File: src/rtl/mfp_pkg.sv
// shared types, constants and helpers for the facet placement block
// no dependencies
package mfp_pkg;

  localparam int MAX_HALF_GRID = 64;
  localparam int CNT_W = 15;
  localparam int ADDR_W = 5;

  localparam logic [30:0] SAT31 = '1;
  localparam logic signed [31:0] ONE_Q30 = 32'sh4000_0000;
  localparam logic signed [31:0] MAX32 = 32'sh7FFF_FFFF;
  localparam logic signed [31:0] MIN32 = 32'sh8000_0000;

  localparam logic [2:0] REG_APERTURE = 3'd0;
  localparam logic [2:0] REG_SPACING  = 3'd1;
  localparam logic [2:0] REG_DISH     = 3'd2;
  localparam logic [2:0] REG_SHAPE    = 3'd3;
  localparam logic [2:0] REG_FOCAL    = 3'd4;
  localparam logic [2:0] REG_VERTEX_X = 3'd5;
  localparam logic [2:0] REG_VERTEX_Y = 3'd6;
  localparam logic [2:0] REG_VERTEX_Z = 3'd7;

  localparam logic OP_SQRT = 1'b0;
  localparam logic OP_DIV  = 1'b1;

  localparam logic DISH_SPHERE = 1'b0;

  typedef struct packed {
    logic signed [7:0] cell_x;
    logic signed [7:0] cell_y;
    logic              restart;
  } cell_t;

  typedef struct packed {
    logic [14:0]        facet_number;
    logic signed [31:0] centre_x;
    logic signed [31:0] centre_y;
    logic signed [31:0] centre_z;
    logic signed [31:0] normal_x;
    logic signed [31:0] normal_y;
    logic signed [31:0] normal_z;
    logic [30:0]        curvature_radius;
  } facet_t;

  typedef struct packed {
    logic [30:0]        aperture_radius;
    logic [30:0]        grid_spacing;
    logic               dish_type;
    logic [30:0]        shape_length;
    logic [30:0]        focal_length;
    logic signed [31:0] vertex_x;
    logic signed [31:0] vertex_y;
    logic signed [31:0] vertex_z;
  } cfg_t;

  typedef struct packed {
    logic start;
    logic op;
  } unit_req_t;

  typedef struct packed {
    logic busy;
    logic done;
  } unit_sts_t;

  function automatic logic signed [31:0] sat32(input logic signed [35:0] v);
    logic signed [31:0] r;
    if (v[35:31] != {5{v[35]}}) begin
      r = v[35] ? MIN32 : MAX32;
    end else begin
      r = v[31:0];
    end
    return r;
  endfunction

endpackage

File: src/rtl/mfp_sqdiv.sv
// shared bit-serial unit: 64-bit integer square root or 64/34-bit division
// depends on mfp_pkg
module mfp_sqdiv
  import mfp_pkg::*;
(
  input  logic        clk,
  input  logic        rst,
  input  unit_req_t   req,
  input  logic [63:0] a,
  input  logic [33:0] b,
  output unit_sts_t   sts,
  output logic [63:0] res
);

  logic        busy;
  logic        done;
  logic        op;
  logic [5:0]  cnt;
  logic [63:0] n;
  logic [63:0] r;
  logic [63:0] bit_w;
  logic [33:0] dvs;
  logic [33:0] rem;
  logic [63:0] q;

  logic [64:0] trial;
  logic [34:0] shifted;
  logic        sq_ok;
  logic        dv_ok;

  assign trial   = {1'b0, r} + {1'b0, bit_w};
  assign sq_ok   = {1'b0, n} >= trial;
  assign shifted = {rem, n[63]};
  assign dv_ok   = shifted >= {1'b0, dvs};

  always_ff @(posedge clk) begin
    if (rst) begin
      busy <= 1'b0;
      done <= 1'b0;
    end else begin
      done <= 1'b0;
      if (req.start) begin
        busy <= 1'b1;
        op   <= req.op;
        n    <= a;
        r    <= '0;
        q    <= '0;
        rem  <= '0;
        dvs  <= b;
        bit_w <= 64'h4000_0000_0000_0000;
        cnt  <= (req.op == OP_DIV) ? 6'd63 : 6'd31;
      end else if (busy) begin
        if (op == OP_DIV) begin
          n <= {n[62:0], 1'b0};
          if (dv_ok) begin
            rem <= 34'(shifted - {1'b0, dvs});
            q   <= {q[62:0], 1'b1};
          end else begin
            rem <= shifted[33:0];
            q   <= {q[62:0], 1'b0};
          end
        end else begin
          if (sq_ok) begin
            n <= n - trial[63:0];
            r <= (r >> 1) + bit_w;
          end else begin
            r <= r >> 1;
          end
          bit_w <= bit_w >> 2;
        end
        if (cnt == 6'd0) begin
          busy <= 1'b0;
          done <= 1'b1;
        end else begin
          cnt <= cnt - 6'd1;
        end
      end
    end
  end

  assign sts.busy = busy;
  assign sts.done = done;
  assign res      = (op == OP_DIV) ? q : r;

endmodule

File: config.mk
export PLATFORM = sky130hd
export DESIGN_NAME = mfp_sqdiv
export DESIGN_NICKNAME = d
export VERILOG_FILES = /design/src/rtl/mfp_pkg.sv /design/src/rtl/mfp_sqdiv.sv
export SDC_FILE = /design/constraint.sdc
export NUM_CORES = 1
export LEC_CHECK = 0
export BUFFER_PORTS_ARGS = -buffer_cell sky130_fd_sc_hd__buf_4
export CAP_MARGIN = 20
export CORE_MARGIN = 5
export CORE_UTILIZATION = 50
export DETAILED_ROUTE_END_ITERATION = 8
export PLACE_DENSITY = 0.73
export SLEW_MARGIN = 5
export SYNTH_ARGS = -nofsm -noshare
export SYNTH_HDL_FRONTEND = slang
export SYNTH_SLANG_ARGS = --single-unit
File: constraint.sdc
create_clock -name clk -period 14.45 [get_ports clk]
set_input_delay 2.1675 -clock clk [delete_from_list [all_inputs] [get_ports clk]]
set_output_delay 2.1675 -clock clk [all_outputs]
set_load 0.02 [all_outputs]
# Word-level counts from Yosys, hierarchy flattened

Index checks and enable logic that the tools add are counted.

Add/sub/neg operators: 5
Eq/ne operators: 2
Mux-type cells: 24
$lt $le $gt $ge: 2
Reductions and logical operators: 10
Bitwise gates (word level): 2

Operators by type and width:

| operator              | count |
|---|---|
| $mux W64              | 12 |
| $mux W34              | 3 |
| $add A64 B64 Y65      | 1 |
| $ge A64 B65 Y1        | 1 |
| $add A63 B64 Y64      | 1 |
| $sub A64 B64 Y64      | 1 |
| $ge A35 B34 Y1        | 1 |
| $sub A34 B34 Y34      | 1 |
| $mux W6               | 4 |
| $reduce_and A3 Y1     | 4 |
| $logic_not A6 Y1      | 1 |
| $sub A6 B1 Y6 const B | 1 |
| $mux W1               | 5 |
| $ne A2 B2 Y1 const B  | 2 |
| $reduce_bool A2 Y1    | 2 |
| $reduce_bool A3 Y1    | 1 |
| $reduce_or A3 Y1      | 1 |
| $not A1 Y1            | 2 |
| $reduce_and A2 Y1     | 1 |

Flip-flop bits (word level): 333
Word-level logic and storage cells: 55
Output and inout port bits: 66
Input bits: 102

# Longest topological paths before layout

Depth after elaboration: 6
Mapped depth: 27

# Worst setup path before layout

OpenSTA, ideal clock, no wires.

Kind: reg-to-reg
Start: register r[6]
End: register n[0] (enable)
Library setup time: 0.582 ns
Path buffers: 2
Cell stages (with the launch flop): 23
Path slack: 4.308 ns
Required time: 13.868 ns
Data arrival time: 9.561 ns
Cells stage by stage: edfxtp_1 ha_1 a21oi_1 a211oi_1 a211oi_1 o31ai_1 a21o_1 o21a_1 nor2_1 o31ai_1 a21oi_1 xor2_1 ha_1 clkbuf_1 and3_1 and3_1 o211ai_1 nand3b_1 nor4bb_1 o21ai_1 or2_1 buf_2 a211oi_1

Longest elaborated chain between the ends: 4

RTL lines:

| element                      | RTL line        | source |
|---|---|---|
| start, declared              | mfp_sqdiv.sv:20 | `logic [63:0] r;` |
| start signal, assigned       | mfp_sqdiv.sv:65 | `r <= (r >> 1) + bit_w;` |
| start signal, assigned       | mfp_sqdiv.sv:67 | `r <= r >> 1;` |
| $add A64 B64 Y65             | mfp_sqdiv.sv:31 | `assign trial = {1'b0, r} + {1'b0, bit_w};` |
| $ge A64 B65 Y1               | mfp_sqdiv.sv:32 | `assign sq_ok = {1'b0, n} >= trial;` |
| $reduce_bool A3 Y1 (no line) | -               |  |
| $reduce_and A3 Y1 (no line)  | -               |  |
| end signal, assigned         | mfp_sqdiv.sv:54 | `n <= {n[62:0], 1'b0};` |
| end signal, assigned         | mfp_sqdiv.sv:64 | `n <= n - trial[63:0];` |
| end, declared                | mfp_sqdiv.sv:19 | `logic [63:0] n;` |

No other way between the ends.
A chain may end at the register's enable or synchronous reset.

# Worst setup path in the final report

Start: register r[6]
End: register n[49] (enable)

Same word-level chain as after synthesis.

==> metrics.md <==
| Metric | Value |
|---|---|
| CP max FO | `64` |
| XOR/XNOR share of the synthesized area | `0.0768` |
| Area grow syn2layout | `12.4%` |
| Final slew viol count | `0` |
| Worst-path clk slew | `0.06 ns` |
| Avg Inst Size Synth | `9.37 sq um` |
| Mapped cell area | `23400 sq um` |
| Post-Syn Instances | `2494` |
| WL final | `63900 um` |
| Final instance area | `26300 sq um` |
| Worst reg-to-reg setup slack | `6.78 ns` |
| Global route overflow | `0` |
| Site Rows | `79` |
| Peak supply drop | `0.0994 mV` |
| Count leader, synth | `edfxtp_1` |
| Clock sinks | `301` |
| Layout cells sized above 1 | `0.139` |
| Largest cells by area after synthesis | `edfxtp_1 (38%), ha_1 (8.9%), xnor2_1 (4.2%)` |
| CTS tree | `built` |
| Post-synthesis mux area share | `0.0439` |
| Htree depth | `2` |
| Sequential fraction of the synthesis area | `0.386` |
| Vias in the first global route | `18400` |
| # nets final | `2859` |
| I/O pin count | `168` |
| Syn_nets | `2764` |
| Adder-Cell Fraction of Synth Area | `0.0906` |
| Post-Synth Simple-Gate Area | `0.169` |
| Pleak | `10.1 nW` |
| Clock period minus worst slack | `7.67 ns` |
| Total GRT Usage | `0.242` |
| Number of synthesized register bits | `301` |
| Area share of the largest cell type after synthesis | `0.384` |
| Crit end category | `register` |
| Clk_lat worst skew | `0.57 ns` |
| Setup tns final | `0 ns` |
| Top cells by count, synth | `edfxtp_1 (299), nor2_1 (213), nand2_1 (201)` |
| Per-cell routed wire length | `19.8 um` |
| Setup fix buffers added after clock tree synthesis | `0` |
| Die Span X | `226 um` |
| Initial antenna violation count | `0` |
| Post-DP Area | `25100 sq um` |
| Post-synthesis compound-gate area fraction | `0.200` |
| Antenna Nets Post-Route | `0` |
| Post-CTS sizing | `0` |
| Hold slack | `0.559 ns` |
| # placed instances | `3157` |
| RSZ-0062 raised after global routing | `no` |
| Hold bufs inserted after CTS | `0` |
| Vias per cell | `6.03` |
| Hold Startpoint | `q[45]` |
| DRC violations left | `0` |
| Dpl hpwl | `47900 um` |
| Clock tree buffer depth | `3` |
| Largest net degree at the start of global routing | `128` |
| Status | `completed` |
| Crit Path Category | `reg2reg` |
| RePlAce Congestion | `0.937` |
| Hold Vio Cnt, Final | `0` |
| PnR worst setup slack | `6.78 ns` |
| HP Class | `reg2reg` |
| Slew headroom | `0.347` |
| DRT Pass-1 Iters | `5` |
| Starting Density | `0.504` |
| Via Count | `19400` |
| Main combinational cell family by area after synthesis | `compound AO/OA/AOI/OAI gates` |
| DR iter-0 viols | `1645` |
| Critical R2R Launch | `r[6]` |
| Post-Layout Cell Count | `3222` |
| Async set-or-reset flop fraction in the synthesized netlist | `0` |
| Total CTS buffers | `37` |
| Element type at the critical path start | `register` |
| Chip height | `226 um` |
| Max cap viols | `0` |
| PnR Total Power | `3.32 mW` |
| Clock Root Buffer | `clkbuf_16` |
| Skew final | `0.0257 ns` |
| PD cells | `126 nW/um^2` |
| Yosys warnings | `0` |
| Number of flops mapped to enable cells by yosys | `299` |
| Synth cell types | `73` |
| Max Freq | `0.130 GHz` |
| Worst Path Required | `14.62 ns` |
| First-pass GRT wire length | `101000 um` |
| Main synth FF type | `edfxtp_1` |
| Diode count | `0` |
| Crit path DAT | `7.85 ns` |
| Slew @ Worst Pin | `0.977 ns` |
| Post-Place Worst Slack | `6.88 ns` |
| Worst setup path start | `r[6]` |
| Setup violations, final | `0` |
| Fillers | `4058` |
| Core area | `46400 sq um` |
| Post-synth top area cell | `edfxtp_1` |
| Post-Route Utilization | `0.567` |
| Die ar. | `51200 sq um` |
| Final period utilization | `0.531` |
| PortBufs | `167` |
==> routing by layer <==
layer / share of wire / GRT usage
met1: 0.46 / 0.360
met2: 0.45 / 0.375
met3: 0.069 / 0.0404
met4: 0.021 / 0.0539
met5: 0 / 0
==> worst max-delay path: stages (launching register included) <==
cell,delay (ns)
edfxtp_1,0.49
ha_1,0.41
a21oi_1,0.10
a211oi_1,0.56
a211oi_1,0.25
o31ai_1,0.50
a21o_1,0.26
o21a_1,0.13
nor2_1,0.04
o31ai_1,0.52
a21oi_1,0.18
xor2_1,0.19
ha_1,0.43
nand2_1,0.11
nor2_1,0.24
and3_1,0.22
o211ai_1,0.09
nand3b_1,0.22
nor4bb_1,0.34
o21ai_2,0.11
buf_4,0.25
or2_1,0.49
a211oi_4,0.32
buf_4,0.74
==> layout make-up <==
| class | instances | area, sq um | area share |
|---|---|---|---|
| clock buffers | 43 | 948 | 0.0361 |
| clock inverters | 22 | 268 | 0.0102 |
| inverters | 73 | 274 | 0.0104 |
| multi-input cells | 1993 | 13600 | 0.518 |
| flip-flops and latches | 301 | 9020 | 0.343 |
| well taps | 607 | 759 | 0.0289 |
| repair buffers | 183 | 1390 | 0.0530 |
==> worst paths after layout <==
kind / cells past startpoint / endpoint
min: 1 / q[46]
min reg2reg: 1 / q[46]
max reg2reg: 23 / n[49]
max: 23 / n[49]
==> cell families (layout without fill, tap and decap cells) <==
logic type / after synthesis / after routing
mux: 93 / 93
flops: 301 / 301
compound gates: 721 / 721
buf+inv: 200 / 321
fa+ha+maj: 168 / 168
simple gates: 806 / 806
xor+xnor: 205 / 205
==> where the power goes <==
group          total [mW]  switching, mW  internal (mW)
Combinational        1.23          0.729          0.498
Clock               0.948          0.386          0.562
Sequential           1.14         0.0773           1.07
==> state kept, by name (all words and copies together) (netlist names) <==
name   flops
n         64
q         64
r         64
dvs       34
rem       34
bit_w     32
cnt        6
busy       1
done       1
op         1
==> layout by cell type, fill, tap and decap left out, types with 8 or more instances in the layout <==
cell type and count:
clkbuf_16 37, mux2_2 76, a211oi_2 10, a21boi_0 9, nand3_1 46, nand4_1 40, inv_1 72, edfxtp_1 299
a21oi_1 184, a21o_1 67, xnor2_1 112, and2_1 17, o31ai_1 16, a31oi_1 55, and3_1 27, a211oi_1 34
buf_4 181, o21a_1 53, ha_1 166, nand2_1 201, or3_1 10, nor2b_1 126, o21bai_1 36, nor4_1 8
o22ai_1 10, nor3b_1 11, mux2i_1 17, nand2b_1 22, a31o_2 21, nor2_1 211, xor2_1 93, nor3_1 56
or2_2 8, o21ai_0 134, o211ai_1 31
No activity file was read; power rests on OpenSTA's default activity.
