--- src/rtl/mfp_pkg.sv ---
// shared types, constants and helpers for the facet placement block
// no dependencies
package mfp_pkg;

  localparam int MAX_HALF_GRID = 64;
  localparam int CNT_W = 15;
  localparam int ADDR_W = 5;

  localparam logic [30:0] SAT31 = '1;
  localparam logic signed [31:0] ONE_Q30 = 32'sh4000_0000;
  localparam logic signed [31:0] MAX32 = 32'sh7FFF_FFFF;
  localparam logic signed [31:0] MIN32 = 32'sh8000_0000;

  localparam logic [2:0] REG_APERTURE = 3'd0;
  localparam logic [2:0] REG_SPACING  = 3'd1;
  localparam logic [2:0] REG_DISH     = 3'd2;
  localparam logic [2:0] REG_SHAPE    = 3'd3;
  localparam logic [2:0] REG_FOCAL    = 3'd4;
  localparam logic [2:0] REG_VERTEX_X = 3'd5;
  localparam logic [2:0] REG_VERTEX_Y = 3'd6;
  localparam logic [2:0] REG_VERTEX_Z = 3'd7;

  localparam logic OP_SQRT = 1'b0;
  localparam logic OP_DIV  = 1'b1;

  localparam logic DISH_SPHERE = 1'b0;

  typedef struct packed {
    logic signed [7:0] cell_x;
    logic signed [7:0] cell_y;
    logic              restart;
  } cell_t;

  typedef struct packed {
    logic [14:0]        facet_number;
    logic signed [31:0] centre_x;
    logic signed [31:0] centre_y;
    logic signed [31:0] centre_z;
    logic signed [31:0] normal_x;
    logic signed [31:0] normal_y;
    logic signed [31:0] normal_z;
    logic [30:0]        curvature_radius;
  } facet_t;

  typedef struct packed {
    logic [30:0]        aperture_radius;
    logic [30:0]        grid_spacing;
    logic               dish_type;
    logic [30:0]        shape_length;
    logic [30:0]        focal_length;
    logic signed [31:0] vertex_x;
    logic signed [31:0] vertex_y;
    logic signed [31:0] vertex_z;
  } cfg_t;

  typedef struct packed {
    logic start;
    logic op;
  } unit_req_t;

  typedef struct packed {
    logic busy;
    logic done;
  } unit_sts_t;

  function automatic logic signed [31:0] sat32(input logic signed [35:0] v);
    logic signed [31:0] r;
    if (v[35:31] != {5{v[35]}}) begin
      r = v[35] ? MIN32 : MAX32;
    end else begin
      r = v[31:0];
    end
    return r;
  endfunction

endpackage

--- src/rtl/mfp_cfg.sv ---
// configuration register file behind the apb-style port
// depends on mfp_pkg
module mfp_cfg
  import mfp_pkg::*;
(
  input  logic              clk,
  input  logic              rst,
  input  logic              psel,
  input  logic              penable,
  input  logic              pwrite,
  input  logic [ADDR_W-1:0] paddr,
  input  logic [31:0]       pwdata,
  output logic [31:0]       prdata,
  output cfg_t              cfg
);

  logic       wr;
  logic [2:0] idx;

  assign wr  = psel && penable && pwrite;
  assign idx = paddr[4:2];

  always_ff @(posedge clk) begin
    if (rst) begin
      cfg.aperture_radius <= '0;
      cfg.grid_spacing    <= 31'd65536;
      cfg.dish_type       <= DISH_SPHERE;
      cfg.shape_length    <= '0;
      cfg.focal_length    <= '0;
      cfg.vertex_x        <= '0;
      cfg.vertex_y        <= '0;
      cfg.vertex_z        <= '0;
    end else if (wr) begin
      case (idx)
        REG_APERTURE: cfg.aperture_radius <= pwdata[30:0];
        REG_SPACING:  cfg.grid_spacing    <= pwdata[30:0];
        REG_DISH:     cfg.dish_type       <= pwdata[0];
        REG_SHAPE:    cfg.shape_length    <= pwdata[30:0];
        REG_FOCAL:    cfg.focal_length    <= pwdata[30:0];
        REG_VERTEX_X: cfg.vertex_x        <= pwdata;
        REG_VERTEX_Y: cfg.vertex_y        <= pwdata;
        REG_VERTEX_Z: cfg.vertex_z        <= pwdata;
        default: ;
      endcase
    end
  end

  always_comb begin
    case (idx)
      REG_APERTURE: prdata = {1'b0, cfg.aperture_radius};
      REG_SPACING:  prdata = {1'b0, cfg.grid_spacing};
      REG_DISH:     prdata = {31'b0, cfg.dish_type};
      REG_SHAPE:    prdata = {1'b0, cfg.shape_length};
      REG_FOCAL:    prdata = {1'b0, cfg.focal_length};
      REG_VERTEX_X: prdata = cfg.vertex_x;
      REG_VERTEX_Y: prdata = cfg.vertex_y;
      REG_VERTEX_Z: prdata = cfg.vertex_z;
      default:      prdata = '0;
    endcase
  end

endmodule

--- config.mk ---
export PLATFORM = sky130hd
export DESIGN_NAME = mfp_cfg
export DESIGN_NICKNAME = d
export VERILOG_FILES = /design/src/rtl/mfp_pkg.sv /design/src/rtl/mfp_cfg.sv
export SDC_FILE = /design/constraint.sdc
export NUM_CORES = 1
export LEC_CHECK = 0
export ABC_AREA = 1
export BUFFER_PORTS_ARGS = -buffer_cell sky130_fd_sc_hd__buf_4
export CORE_AREA = 2 2 141 143
export DETAILED_ROUTE_END_ITERATION = 6
export DIE_AREA = 0 0 143 145
export GPL_TIMING_DRIVEN = 0
export HOLD_SLACK_MARGIN = 0.12
export PLACE_DENSITY = 0.79
export SLEW_MARGIN = 20
export SYNTH_ARGS = -nofsm -noshare
export SYNTH_HDL_FRONTEND = slang
export SYNTH_SLANG_ARGS = --single-unit
export TNS_END_PERCENT = 1
--- constraint.sdc ---
create_clock -name clk -period 1.4 [get_ports clk]
set_clock_uncertainty 0.15 [all_clocks]
set_input_delay 0.07 -clock clk [delete_from_list [all_inputs] [get_ports clk]]
set_output_delay 0.07 -clock clk [all_outputs]
set_load 0.01 [all_outputs]
### Word-level counts from Yosys, hierarchy flattened

Index checks and enable logic that the tools add are counted.

| operators by class | value |
|---|---|
| reductions and logical operators | 11 |
| shifts and indexed selects | 0 |
| multiplexer cells | 1 |
| equal/unequal tests | 7 |
| $add $sub $neg | 0 |
| divide/modulo/power cells | 0 |
| magnitude comparators | 0 |
| multipliers | 0 |
| bitwise logic cells | 0 |

Operator list:

| kind | number |
|---|---|
| $pmux 32 s8 | 1 |
| $reduce_and 2->1 | 8 |
| $eq 3x3->1 const B | 4 |
| $eq 3x2->1 const B | 2 |
| $eq 3x1->1 const B | 1 |
| $logic_not 3->1 | 1 |
| $logic_and 1x1->1 | 2 |

| storage, ports and cells | value |
|---|---|
| register bits | 221 |
| memory bits (read-only) | 0 |
| word-level logic and storage cells | 27 |
| bits in latches | 0 |
| input port bits | 42 |
| output and inout port bits | 253 |
| memories kept | 0 |
| memory bits (writable) | 0 |

### Logic depth before layout (Yosys ltp)

Gate-level depths: netlist (run 1).

| depth | value |
|---|---|
| word-level depth | 3 |
| mapped depth | 8 |
| mapped depth without buffers | 6 |

### Least setup slack after synthesis (run 1)

No wires, ideal clock.

| timing path | value |
|---|---|
| path kind | in2reg |
| start point | in paddr[4] |
| end point | reg cfg[180] in the netlist's numbering |
| arrival | 957 ps |
| stages | 8 |
| slack | 177 ps |
| data required time | 1134 ps |
| cells stage by stage | buf_4 inv_4 nand3_1 nor2_2 inv_2 clkbuf_1 nor2_1 nor2_1 |

| between the ends | value |
|---|---|
| longest elaborated chain between the ends | 2 |

RTL lines:

| what | line | source |
|---|---|---|
| start, declared | mfp_cfg.sv:11 | `input logic [ADDR_W-1:0] paddr,` |
| $eq 3x1->1 | mfp_cfg.sv:34 | `case (idx)` |
| $reduce_and 2->1 (no line) | n/a |  |
| end, declared | mfp_cfg.sv:14 | `output cfg_t cfg` |

Every way passes these cells.
A chain may end at the register's enable or synchronous reset.

### Final worst setup path (run 1)

| timing path | value |
|---|---|
| start point | reg cfg[44] in the netlist's numbering |
| end point | out prdata[12] |

| between the ends | value |
|---|---|
| longest elaborated chain between the ends | 1 |

RTL lines:

| what | line | source |
|---|---|---|
| $pmux 32 s8 | mfp_cfg.sv:49 | `case (idx)` |
| end, declared | mfp_cfg.sv:13 | `output logic [31:0] prdata,` |

Every way passes these cells.

==> flow_metrics.py, run 1 <==
metrics = {
    "floorplan": {
        "io_pins": 295,
        "starting_density_of_the_core": 0.5100,
        "core-area_um2": 19210,
        "floorplan.die.width_um": 143,
        "design.die.area_um2": 20740,
        "rows": 51,
        "dieHeight_um": 145,
    },
    "sta": {
        "finalSetupViolations": 36,
        "achievable-frequency_mhz": 593.5,
        "fin_crit_ns": 1.685,
        "hold_violations": 0,
        "final-max-slew-violation-count": 0,
        "finalWorstSetupSlack_ns": -0.2851,
        "relSlewSlack": 0.5559,
        "timing.final.crit_share": 1.204,
        "slew_at_the_pin_with_the_worst_max_slew_slack_ns": 0.6661,
        "grt_setup_unrepaired": "true",
    },
    "critical_path": {
        "endpoint_kind": "output pin",
        "cp_cell_sequence": "nand4_1 -> nand2_2 -> nor2_4 -> nand3_2 -> buf_4",
        "crit_family": "simple AND/OR/NAND/NOR gates",
        "ff2ff_path_depth": 3,
        "cp_slowest_cell": "sky130_fd_sc_hd__dfxtp_2",
        "crit_path_max_fanout": 3,
        "cp_slowest_stage_delay_ns": 0.34,
        "critical_path.n_buffers_inverters": 1,
        "critical_path.startpoint_type": "register",
        "worstReg2RegEnd": "cfg[58]",
        "cp.arrival_ns": 1.47,
        "required_arrival_time_at_the_worst_endpoint_ns": 1.18,
        "crit_type": "register to output pin",
        "worst_setup_path_startpoint": "cfg[44]",
        "rr_startpoint": "cfg[58]",
        "rrSetupSlack_ns": 0.46,
    },
    "clock_tree": {
        "tritoncts": "built",
        "cts_hold_buf": 42,
        "clkSlewWorstSetupHoldPaths_ns": 0.07,
        "clockRootBuffer": "sky130_fd_sc_hd__clkbuf_16",
        "clkLatencyLatePin_ns": 0.52,
        "number_of_clock_buffers_inserted_by_tritoncts": 23,
        "tritoncts_num_sinks": 221,
        "ctsHtreeMaxLevel": 1,
        "clockBufferDepth": 3,
    },
    "detailed_routing": {
        "drt_pre_antenna_iters": 6,
        "drt-initial-drc-count": 1375,
        "antenna_violating_nets_left": 0,
        "viasPerCell": 5.837,
        "routed-via-count": 12006,
        "drc": 0,
        "wire_per_inst_um": 19.96,
        "totalWireLength_um": 41070,
    },
    "hold_path": {
        "timing.hold.worst_endpoint": "cfg[32]",
        "worstHoldStart": "penable",
        "worstHoldPathType": "input pin to register",
        "min_path_cells": 5,
    },
    "logic_synthesis": {
        "fraction_of_registers_with_async_set_reset": 0,
        "synth.ff_latch_count": 221,
        "synth.cell_area_um2": 9796,
        "synth_enable_flop_cells": 0,
        "yosys_warnings": 0,
        "ys_seq_area_frac": 0.4517,
        "synth_cell_type_count": 23,
        "cells_after_synthesis": 1416,
        "postSynthNetCount": 1458,
        "synthesis.area_per_instance_um2": 6.918,
        "dominant_register_cell_in_the_synthesized_netlist": "sky130_fd_sc_hd__dfxtp_1",
    },
    "global_routing": {
        "grt.overflow.total": 0,
        "largest_net_degree_at_the_start_of_global_routing": 14,
        "grt_antenna_before_repair": 0,
        "grt_pass1_wl_um": 62030,
        "number_of_global_route_vias_before_repair": 10826,
        "grt_util_all_layers": 0.3798,
    },
    "power": {
        "worst_ir_drop_vdd_mv": 0.9132,
        "powerDensity_nw_per_um2": 966.3,
        "leakagePower_uw": 0.006416,
    },
    "final_layout": {
        "largest_registers": "cfg: 221 flops",
        "count_of_fill_cells_added_during_filler_insertion": 1581,
        "postLayoutCoreUtil": 0.7309,
        "drive_gt1_frac": 0.3075,
        "final_nets": 1820,
        "largest_reg_flops": 221,
        "largest-register": "cfg",
        "stdcell_area_um2": 14040,
        "insertedDiodeCount": 0,
        "syn_to_final_growth_pct": 43.31,
    },
    "outcome": {
        "failing_checks": "negative setup slack",
        "run_status": "complete, but fails checks",
    },
    "placed_design": {
        "port_buffers": 290,
        "gpl.final_weighted_congestion": 0.9619,
        "place_area_um2": 12300,
        "hpwl_detailed_um": 30000,
    },
    "flow_run": {
        "drv.max_cap_violation_count": 0,
    },
}
## worst register-to-register path: stages, from the launching register on
cell and delay [ns]:
sky130_fd_sc_hd__dfxtp_2 0.32, sky130_fd_sc_hd__buf_4 0.13, sky130_fd_sc_hd__o21ai_0 0.17, sky130_fd_sc_hd__nor2_1 0.05
## repair_timing
action	in CTS	in global routing
gates resized for setup	119	107
setup buffers	1	4
pin swaps	21	31
hold endpoints to repair	221	2
setup endpoints to repair	32	159
## Yosys cell counts (11+ instances only)
master / count / share of area
sky130_fd_sc_hd__nor2_1: 349 / 0.13
sky130_fd_sc_hd__dfxtp_1: 221 / 0.45
sky130_fd_sc_hd__o21ai_0: 190 / 0.097
sky130_fd_sc_hd__nor3_1: 158 / 0.081
sky130_fd_sc_hd__nand2_1: 130 / 0.050
sky130_fd_sc_hd__nand3_1: 67 / 0.034
sky130_fd_sc_hd__clkbuf_1: 66 / 0.025
sky130_fd_sc_hd__nand4_1: 66 / 0.042
sky130_fd_sc_hd__buf_2: 38 / 0.019
sky130_fd_sc_hd__inv_1: 35 / 0.013
sky130_fd_sc_hd__a21oi_1: 30 / 0.015
sky130_fd_sc_hd__o21ai_1: 30 / 0.015
sky130_fd_sc_hd__buf_1: 11 / 0.0042
## power by group
| group | leakage, µW | internal (µW) | total (µW) | switching (µW) |
|---|---|---|---|---|
| sequential | 0.00181 | 6370 | 6450 | 79.7 |
| combinational | 0.00426 | 439 | 1290 | 847 |
| clock | 0.000340 | 3290 | 5830 | 2540 |
| total | 0.00642 | 10100 | 13600 | 3470 |
## cells by family (layout without fill, tap and decap cells)
group,after synthesis,count (layout),synth area share
compound gates,250,250,0.1277
buf+inv,165,541,0.07115
flops,221,221,0.4517
simple gates,780,780,0.3495
## cell type report
| class | count | area (µm²) | share of cell area |
|---|---|---|---|
| plain buffers | 125 | 606.8 | 0.04323 |
| clock buffers | 35 | 670.6 | 0.04777 |
| clock inverters | 4 | 26.28 | 0.001872 |
| inverters | 40 | 156.4 | 0.01114 |
| multi-input cells | 1030 | 5055 | 0.3601 |
| flip-flops and latches | 221 | 4494 | 0.3201 |
| well taps | 265 | 331.6 | 0.02362 |
| repair buffers | 337 | 2698 | 0.1922 |
## placed cells by master (no fill, tap or decap), drive strengths merged
master	Yosys	layout
a21oi	30	30
buf	55	344
clkbuf	70	111
clkinv	1	2
clkinvlp	0	2
dfxtp	221	221
dlygate4sd3	0	38
dlymetal6s4s	0	4
inv	39	40
nand2	132	132
nand3	70	70
nand4	66	66
nor2	354	354
nor3	158	158
o21ai	220	220
## worst max-delay path by stage
stage	to	slack [ns]	depth (start not counted)
final	prdata[12]	-0.29	5
after global routing	prdata[12]	-0.30	5
after floorplan	cfg[180]	0.18	8
after detailed placement	prdata[22]	-0.47	8
after CTS	prdata[9]	-0.25	5
after global placement	prdata[22]	-0.46	8
## through the flow
step	total power [µW]	hold WS (ns)	instances	setup slack, ns	TNS, ns
finish	13570	0.01032	2057	-0.2851	-7.052
CTS	13430	0.09601	2053	-0.2531	-19.33
floorplan	7092	0.04637	1416	0.1767	0
global route	13860	0.1027	2057	-0.2958	-8.635
global placement	7676	0.1916	1971	-0.4601	-68.81
detailed placement	7686	0.1930	1971	-0.4654	-76.10
## metal layers
| metal | vias to the layer above | global-route usage | share of wire |
|---|---|---|---|
| li1 | 5480 | - | - |
| met1 | 5559 | 0.5353 | 0.39 |
| met2 | 873 | 0.5981 | 0.45 |
| met3 | 94 | 0.06700 | 0.12 |
| met4 | 0 | 0.1050 | 0.029 |
| met5 | - | 0 | 0 |
Note: power is estimated with default switching activity, not from simulation.
==> run 2, diff against run 1 <==
--- a/config.mk
+++ b/config.mk
@@ -5,14 +5,13 @@
 export SDC_FILE = /design/constraint.sdc
 export NUM_CORES = 1
 export LEC_CHECK = 0
-export ABC_AREA = 1
 export BUFFER_PORTS_ARGS = -buffer_cell sky130_fd_sc_hd__buf_4
-export CORE_AREA = 2 2 141 143
+export CORE_AREA = 2 2 139 141
 export DETAILED_ROUTE_END_ITERATION = 6
-export DIE_AREA = 0 0 143 145
+export DIE_AREA = 0 0 141 143
 export GPL_TIMING_DRIVEN = 0
 export HOLD_SLACK_MARGIN = 0.12
-export PLACE_DENSITY = 0.79
+export PLACE_DENSITY = 0.78
 export SLEW_MARGIN = 20
 export SYNTH_ARGS = -nofsm -noshare
 export SYNTH_HDL_FRONTEND = slang
==> run 2 against run 1 <==
Global-route usage up 1.8 points; worst hold slack worse by 0.014 ns; flip-flop and latch count unchanged; register-to-register slack worse by 0.45 ns; the flow finishes with violations (negative hold slack, negative setup slack); highest routed layer unchanged; largest power group unchanged; via count down 6.2%; first-iteration DRC count up 12%; count of clock-buffer cells in the layout down 2.
==> flow_metrics.py, run 2 <==
metrics = {
    "outcome": {
        "run_status": "complete, but fails checks",
        "failing_checks": "negative hold slack, negative setup slack",
    },
    "clock_tree": {
        "tritoncts_num_sinks": 221,
        "cts_hold_buf": 43,
        "ctsHtreeMaxLevel": 1,
        "tritoncts": "built",
        "number_of_clock_buffers_inserted_by_tritoncts": 23,
        "clkLatencyLatePin_ns": 0.51,
        "clkSlewWorstSetupHoldPaths_ns": 0.06,
        "clockRootBuffer": "sky130_fd_sc_hd__clkbuf_16",
        "clockBufferDepth": 3,
    },
    "logic_synthesis": {
        "dominant_register_cell_in_the_synthesized_netlist": "sky130_fd_sc_hd__dfxtp_1",
        "cells_after_synthesis": 1223,
        "synth_enable_flop_cells": 0,
        "post-synth-top-area-fraction": 0.4759,
        "synth.ff_latch_count": 221,
        "yosys-top-cells-area": "sky130_fd_sc_hd__dfxtp_1, sky130_fd_sc_hd__nand2_1, sky130_fd_sc_hd__a21oi_1",
        "yosys-top-cells-count": "sky130_fd_sc_hd__nand2_1, sky130_fd_sc_hd__a21oi_1, sky130_fd_sc_hd__dfxtp_1, sky130_fd_sc_hd__clkbuf_1, sky130_fd_sc_hd__nor2_1",
        "synth_area_leader_cell": "sky130_fd_sc_hd__dfxtp_1",
        "synthesis.area_per_instance_um2": 7.601,
        "synth.cell_area_um2": 9296,
        "synth_cell_type_count": 37,
        "yosys_warnings": 0,
        "most_used_standard_cell_by_instance_count_after_synthesis": "sky130_fd_sc_hd__nand2_1",
        "postSynthNetCount": 1265,
        "ys_seq_area_frac": 0.4759,
        "fraction_of_registers_with_async_set_reset": 0,
    },
    "sta": {
        "grt_setup_unrepaired": "true",
        "finalSetupViolations": 78,
        "slew_at_the_pin_with_the_worst_max_slew_slack_ns": 0.8435,
        "holdWs_ns": -0.003989,
        "finalWorstSetupSlack_ns": -0.4462,
        "achievable-frequency_mhz": 541.7,
        "setup-tns-final_ns": -13.60,
        "fin_crit_ns": 1.846,
        "timing.final.crit_share": 1.319,
        "relSlewSlack": 0.4377,
        "final-max-slew-violation-count": 0,
        "hold_violations": 1,
    },
    "critical_path": {
        "rrSetupSlack_ns": 0.01,
        "worstReg2RegEnd": "cfg[201]",
        "ff2ff_path_depth": 3,
        "timing.critical_path.to": "prdata[12]",
        "required_arrival_time_at_the_worst_endpoint_ns": 1.18,
        "endpoint_kind": "output pin",
        "cp_slowest_stage_delay_ns": 0.34,
        "rr_startpoint": "cfg[201]",
        "critical_path.startpoint_type": "register",
        "cp_cell_sequence": "mux2_2 -> a221oi_2 -> a211oi_2 -> buf_4",
        "crit_family": "flip-flops",
        "cp.arrival_ns": 1.63,
        "crit_type": "register to output pin",
        "worst_setup_path_startpoint": "cfg[12]",
        "cp_slowest_cell": "sky130_fd_sc_hd__dfxtp_2",
        "cp.depth": 4,
        "crit_path_max_fanout": 3,
        "critical_path.n_buffers_inverters": 1,
    },
    "detailed_routing": {
        "viasPerCell": 6.133,
        "antenna_violating_nets_left": 0,
        "drt_pre_antenna_iters": 7,
        "drt-initial-drc-count": 1537,
        "totalWireLength_um": 42640,
        "routed-via-count": 11261,
        "drc": 0,
        "wire_per_inst_um": 23.23,
    },
    "floorplan": {
        "dieHeight_um": 143,
        "floorplan.die.width_um": 141,
        "design.die.area_um2": 20160,
        "rows": 50,
        "io_pins": 295,
        "core-area_um2": 18580,
        "starting_density_of_the_core": 0.5003,
    },
    "final_layout": {
        "largest_registers": "cfg: 221 flops",
        "drive_gt1_frac": 0.2953,
        "largest-register": "cfg",
        "largest_reg_flops": 221,
        "count_of_fill_cells_added_during_filler_insertion": 1483,
        "final_common_cell": "sky130_fd_sc_hd__nand2_1",
        "syn_to_final_growth_pct": 43.35,
        "final_nets": 1628,
        "insertedDiodeCount": 0,
        "layout_common_cells": "sky130_fd_sc_hd__nand2_1, sky130_fd_sc_hd__buf_4, sky130_fd_sc_hd__a21oi_1",
    },
    "global_routing": {
        "global_route.peak_usage_layer": "met2",
        "grt_util_met3": 0.08417,
        "grt.overflow.total": 0,
        "largest_net_degree_at_the_start_of_global_routing": 14,
        "globalRouteMet1Util": 0.5133,
        "grt_util_all_layers": 0.3979,
        "grt_util_met2": 0.6246,
        "number_of_global_route_vias_before_repair": 10471,
        "grt_antenna_before_repair": 0,
        "grt_pass1_wl_um": 61090,
    },
    "placed_design": {
        "gpl.final_weighted_congestion": 0.9853,
        "hpwl_detailed_um": 28300,
        "port_buffers": 290,
    },
    "flow_run": {
        "drv.max_cap_violation_count": 0,
    },
    "power": {
        "worst_ir_drop_vdd_mv": 0.8681,
        "powerDensity_nw_per_um2": 1030,
        "leakagePower_uw": 0.005344,
    },
    "hold_path": {
        "worstHoldPathType": "input pin to register",
    },
}
run 2: cell types whose count changed in the layout (fill, tap and decap cells not counted), moves of 18 or more:
cell,previous run,this run
sky130_fd_sc_hd__nand2_1,99,451
sky130_fd_sc_hd__nor2_1,317,33
sky130_fd_sc_hd__a21oi_1,20,239
sky130_fd_sc_hd__o21ai_0,190,7
sky130_fd_sc_hd__nor3_1,158,4
sky130_fd_sc_hd__nand4_1,66,0
sky130_fd_sc_hd__nand3_1,49,3
sky130_fd_sc_hd__inv_1,35,3
sky130_fd_sc_hd__nand2_2,33,3
sky130_fd_sc_hd__o21ai_1,30,2
sky130_fd_sc_hd__mux2i_1,0,23
sky130_fd_sc_hd__nand3_2,20,0
sky130_fd_sc_hd__nor2_4,20,2
run 2: area by class of cell:
type | count | area (µm²) | area share
Clock inverter | 8 | 65.06 | 0.004882
Timing Repair Buffer | 338 | 2649 | 0.1988
Tap cell | 234 | 292.8 | 0.02197
Inverter | 3 | 11.26 | 0.0008450
Multi-Input combinational cell | 901 | 4667 | 0.3502
Clock buffer | 33 | 653.1 | 0.04901
Buffer | 98 | 516.7 | 0.03878
Sequential cell | 221 | 4472 | 0.3356
run 2: cell families after synthesis:
family | count (synthesis) | share of synthesized area
and+or+nand+nor | 515 | 0.2162
DFF | 221 | 0.4759
buffers and inverters | 102 | 0.04657
muxes | 42 | 0.04899
AOI/OAI and AO/OA | 343 | 0.2124
run 2: worst min path at each step:
stage / start / end / slack, ns / cells after the start
after global placement: pwdata[31] / cfg[31] / 0.20 / 3
after detailed placement: pwdata[31] / cfg[95] / 0.21 / 3
after CTS: penable / cfg[158] / -0.01 / 5
after floorplan: pwdata[16] / cfg[175] / 0.05 / 2
final: paddr[4] / cfg[189] / -0.004 / 5
after global routing: penable / cfg[158] / 0.03 / 5
run 2: metal layers:
layer  vias to the layer above  part of all wire
met5                         -                 0
met4                         0             0.059
met3                       218              0.14
met2                      1029              0.44
met1                      5143              0.36
li1                       4871                 -
run 2: power by group:
| part | internal [µW] | total, µW | switching, µW |
|---|---|---|---|
| clock network | 3420 | 6000 | 2580 |
| logic | 480 | 1350 | 872 |
| registers | 6330 | 6380 | 46.6 |
run 2: timing repair:
item	CTS	global route
endpoints found under the setup margin	32	146
endpoints found under the hold margin	221	4
gates resized for setup	89	42
cloned	1	0
buffers inserted	3	2
pin swaps	8	21
run 2: worst register-to-register path, delay by kind of cell, from the launching register on:
kind                   cells  cell delay (ns)
AOI/OAI and AO/OA          1             0.13
buffers and inverters      1             0.56
DFF                        1             0.42
and+or+nand+nor            1             0.07
run 2: stage by stage:
stage               setup slack, ns  instances  power [µW]  instance area, µm²  utilization
floorplan                   0.03857       1223        7008                9296            -
global placement            -0.9826       1747        7626               11770       0.6333
detailed placement           -1.077       1747        7635               11770       0.6333
CTS                         -0.4199       1834       13560               13200       0.7102
global route                -0.4837       1836       13980               13330       0.7172
finish                      -0.4462       1836       13730               13330       0.7172
